--- config.mk ---
export PLATFORM = sky130hd
export DESIGN_NAME = ppr_predict
export DESIGN_NICKNAME = d
export VERILOG_FILES = /design/src/rtl/core/ppr_pkg.sv /design/src/rtl/core/ppr_predict.sv
export SDC_FILE = /design/constraint.sdc
export NUM_CORES = 1
export LEC_CHECK = 0
export BUFFER_PORTS_ARGS = -buffer_cell sky130_fd_sc_hd__buf_2
export CAP_MARGIN = 10
export CORE_UTILIZATION = 56
export DETAILED_ROUTE_END_ITERATION = 8
export GPL_TIMING_DRIVEN = 0
export PLACE_DENSITY = 0.92
export SETUP_SLACK_MARGIN = 0.15
export SYNTH_ARGS = -nofsm -noshare
export SYNTH_HDL_FRONTEND = slang
export SYNTH_SLANG_ARGS = --single-unit
--- constraint.sdc ---
create_clock -name vclk -period 10.65
set_input_delay 1.065 -clock vclk [all_inputs]
set_output_delay 1.065 -clock vclk [all_outputs]
set_load 0.02 [all_outputs]
--- src/rtl/core/ppr_pkg.sv ---
package ppr_pkg;

  // Sample and register field widths
  localparam int unsigned PixelW      = 8;
  localparam int unsigned PlaneWidthW = 12;

  // Row store depth: longest row the block can hold
  localparam int unsigned MaxWidth = 2048;

  // Column index into the row store
  localparam int unsigned ColW = $clog2(MaxWidth);

  // Width used to compare a column against the effective row width
  localparam int unsigned EffW = $clog2(MaxWidth + 1);
  localparam int unsigned CmpW = (EffW > PlaneWidthW) ? EffW : PlaneWidthW;

  // Reset value of the row width register
  localparam logic [PlaneWidthW-1:0] PlaneWidthRst = PlaneWidthW'(2048);

endpackage

--- src/rtl/core/ppr_predict.sv ---
module ppr_predict (
  input  logic [ppr_pkg::PixelW-1:0] pixel_i,
  input  logic [ppr_pkg::PixelW-1:0] left_i,
  input  logic [ppr_pkg::PixelW-1:0] upper_i,
  input  logic [ppr_pkg::PixelW-1:0] upper_left_i,
  output logic [ppr_pkg::PixelW-1:0] residual_o
);

  localparam int unsigned PW    = ppr_pkg::PixelW;
  localparam int unsigned NumW  = PW + 3;      // signed 2L+2T-LT
  localparam int unsigned MagW  = PW + 2;      // magnitude, at most 4*255
  localparam int unsigned RecSh = MagW + 1;
  // ceil(2^RecSh / 3): exact floor(m/3) for every m below 2^MagW
  localparam int unsigned RecMul = ((1 << RecSh) + 2) / 3;
  localparam int unsigned ProdW  = 2 * MagW;

  logic signed [NumW-1:0] num;
  logic [MagW-1:0]        mag;
  logic [ProdW-1:0]       prod;
  logic [PW-1:0]          quot;
  logic [PW-1:0]          pred;

  always_comb begin
    num  = $signed(NumW'({left_i, 1'b0})) + $signed(NumW'({upper_i, 1'b0}))
         - $signed(NumW'(upper_left_i));
    mag  = num[NumW-1] ? MagW'(-num) : MagW'(num);
    // Divide the magnitude by three, then restore the sign: truncation toward zero
    prod = ProdW'(mag) * ProdW'(RecMul);
    quot = PW'(prod >> RecSh);
    pred = num[NumW-1] ? PW'(-quot) : quot;
    residual_o = pixel_i - pred;
  end

endmodule

==> results.json <==
{
  "seqCellArea_um2": 0,
  "antenna_found_initial": 0,
  "pre_cts_ws_ps": -551,
  "path_class": "input pin to primary output",
  "critPathLaunchType": "input pin",
  "drv_slew": 0,
  "rows": 26,
  "cap_violations": 0,
  "synth_compound_area_frac": 0.167,
  "slew_headroom": 0.654,
  "drt_pass1_iterations": 5,
  "min_period_ps": 10650,
  "wl_met2_mm": 4.69,
  "port-buffer-count": 40,
  "post-dp-hpwl_mm": 5.45,
  "max_stage_delay_ps": 550,
  "ant_nets": 0,
  "seq_cell_count": 0,
  "wl_met1_mm": 3.34,
  "ys_warn_count": 0,
  "clkbuf_count": 0,
  "cp_num_buf_inv": 5,
  "drt_iter0_drc": 216,
  "die_w_um": 74.7,
  "final_common_cell": "ha_1",
  "clock.fmax_mhz": 93.9,
  "post_drt_wl_per_cell_um": 18.4,
  "postSynthCellCount": 355,
  "initial_utilization": 0.580,
  "gp_congestion": 0.901,
  "core_um2": 5110,
  "crit_top_cell": "xnor2_1",
  "cp.arrival_ps": 9590,
  "antenna_cells": 0,
  "nets": 554,
  "ys_types": 43,
  "setup_viol": 1,
  "period_share": 1.00,
  "worstPathRequired_ps": 9590,
  "syn-num-nets": 487,
  "crit_path_end_kind": "primary output",
  "drive_above_1_share": 0.293,
  "top_layer": "met4",
  "crit_family": "adder cells",
  "yosys.area_share.adder": 0.486,
  "grt_pass1_vias": 2605,
  "status": "complete, but fails checks",
  "grt_pass1_wl_mm": 11.1,
  "hold_viol": 0,
  "fin_ws_ps": -3.50,
  "grt_overflow": 0,
  "synth-simple-area-share": 0.110,
  "fillers": 303,
  "ios": 40,
  "synth_top_family_by_area": "adder cells",
  "synthesis.area_um2": 2960,
  "slowest_stage": "fa_1",
  "yosys.area_share.xor_xnor": 0.150,
  "path_max_fanout": 4,
  "violations": "setup timing",
  "layout_common_cells": "ha_1 (70), inv_1 (59), buf_2 (37)",
  "drc": 0,
  "synth_mux_area_frac": 0.00338,
  "fin_util": 0.741,
  "worstMarginPinSlew_ps": 519,
  "drt-vias-per-instance": 6.08,
  "drt-total-wl_mm": 9.04,
  "grt.total_usage": 0.253,
  "cts_hold_buf": 0,
  "rsz0062_at_grt": "yes",
  "yosysSeqAreaShare": 0,
  "fp.dieH_um": 74.7,
  "grt_max_degree": 11,
  "syn_avg_cell_area_um2": 8.35,
  "min_path_type": "input pin to primary output",
  "vias": 2977,
  "area_delta_synth_final_pct": 27.7,
  "wl_met3_um": 553,
  "fp.dieArea_um2": 5590
}
==> through the flow <==
step	TNS (ps)	area, um^2	hold slack (ps)	std cells
floorplan	0	2960	2370	355
detailed placement	-601	3250	2570	465
global route	-319	3780	2600	490
finish	-3.50	3780	2570	490
global placement	-264	3250	2550	465
CTS	0	3400	2570	470
==> synthesized netlist by cell type, types with 2 or more instances <==
cell type  instances  share of area
or2_2              2         0.0042
nand3_1            3         0.0051
ha_1              75           0.32
a21oi_1           18          0.030
a21o_1            13          0.033
o211ai_1           2         0.0051
a31oi_1            4         0.0084
nor3_1             7          0.012
xnor2_1           32          0.095
nor2b_1            3         0.0063
nor2_1            20          0.025
xor2_1            17          0.050
a211oi_2           2         0.0084
nand2_1           18          0.023
nand2b_1           2         0.0042
and3_1             2         0.0042
inv_1             63          0.080
or3_1              2         0.0042
nand4_1            3         0.0063
o21bai_1           4          0.010
o21a_1             3         0.0076
clkbuf_1           3         0.0038
and2_1             2         0.0042
fa_1              25           0.17
a211oi_1           3         0.0076
o21ai_0           10          0.017
==> logic make-up after synthesis <==
| family | Yosys count |
|---|---|
| compound gates | 70 |
| simple gates | 68 |
| buf+inv | 66 |
| mux | 1 |
| xor+xnor | 50 |
| fa+ha+maj | 100 |
==> area by class of cell <==
cell class                      count  area [um^2]  share of cell area
Tap cell                           70         87.6              0.0231
Inverter                           63          236              0.0625
Multi-Input combinational cell    289         3040               0.804
Buffer                              2         8.76             0.00231
Timing Repair Buffer               66          410               0.108
==> worst paths after layout <==
path                       startpoint            end  slack [ps]  depth (start not counted)
worst min-delay path       pixel_i[0]  residual_o[0]        2570                          5
worst max-delay path  upper_left_i[1]  residual_o[7]          -4                         38
==> routing by layer <==
layer | vias to the layer above | GRT usage
li1 | 1348 | -
met1 | 1371 | 0.315
met2 | 201 | 0.496
met3 | 57 | 0.0107
met4 | 0 | 0.0231
met5 | - | 0
==> timing repair <==
item / in CTS / in global routing
pin swaps: 6 / 49
setup endpoints to repair: 3 / 3
setup buffers: 6 / 20
gates resized for setup: 23 / 47
Power is not shown: default switching activity piles up to over one toggle a cycle in this logic, so the estimate is an artifact.
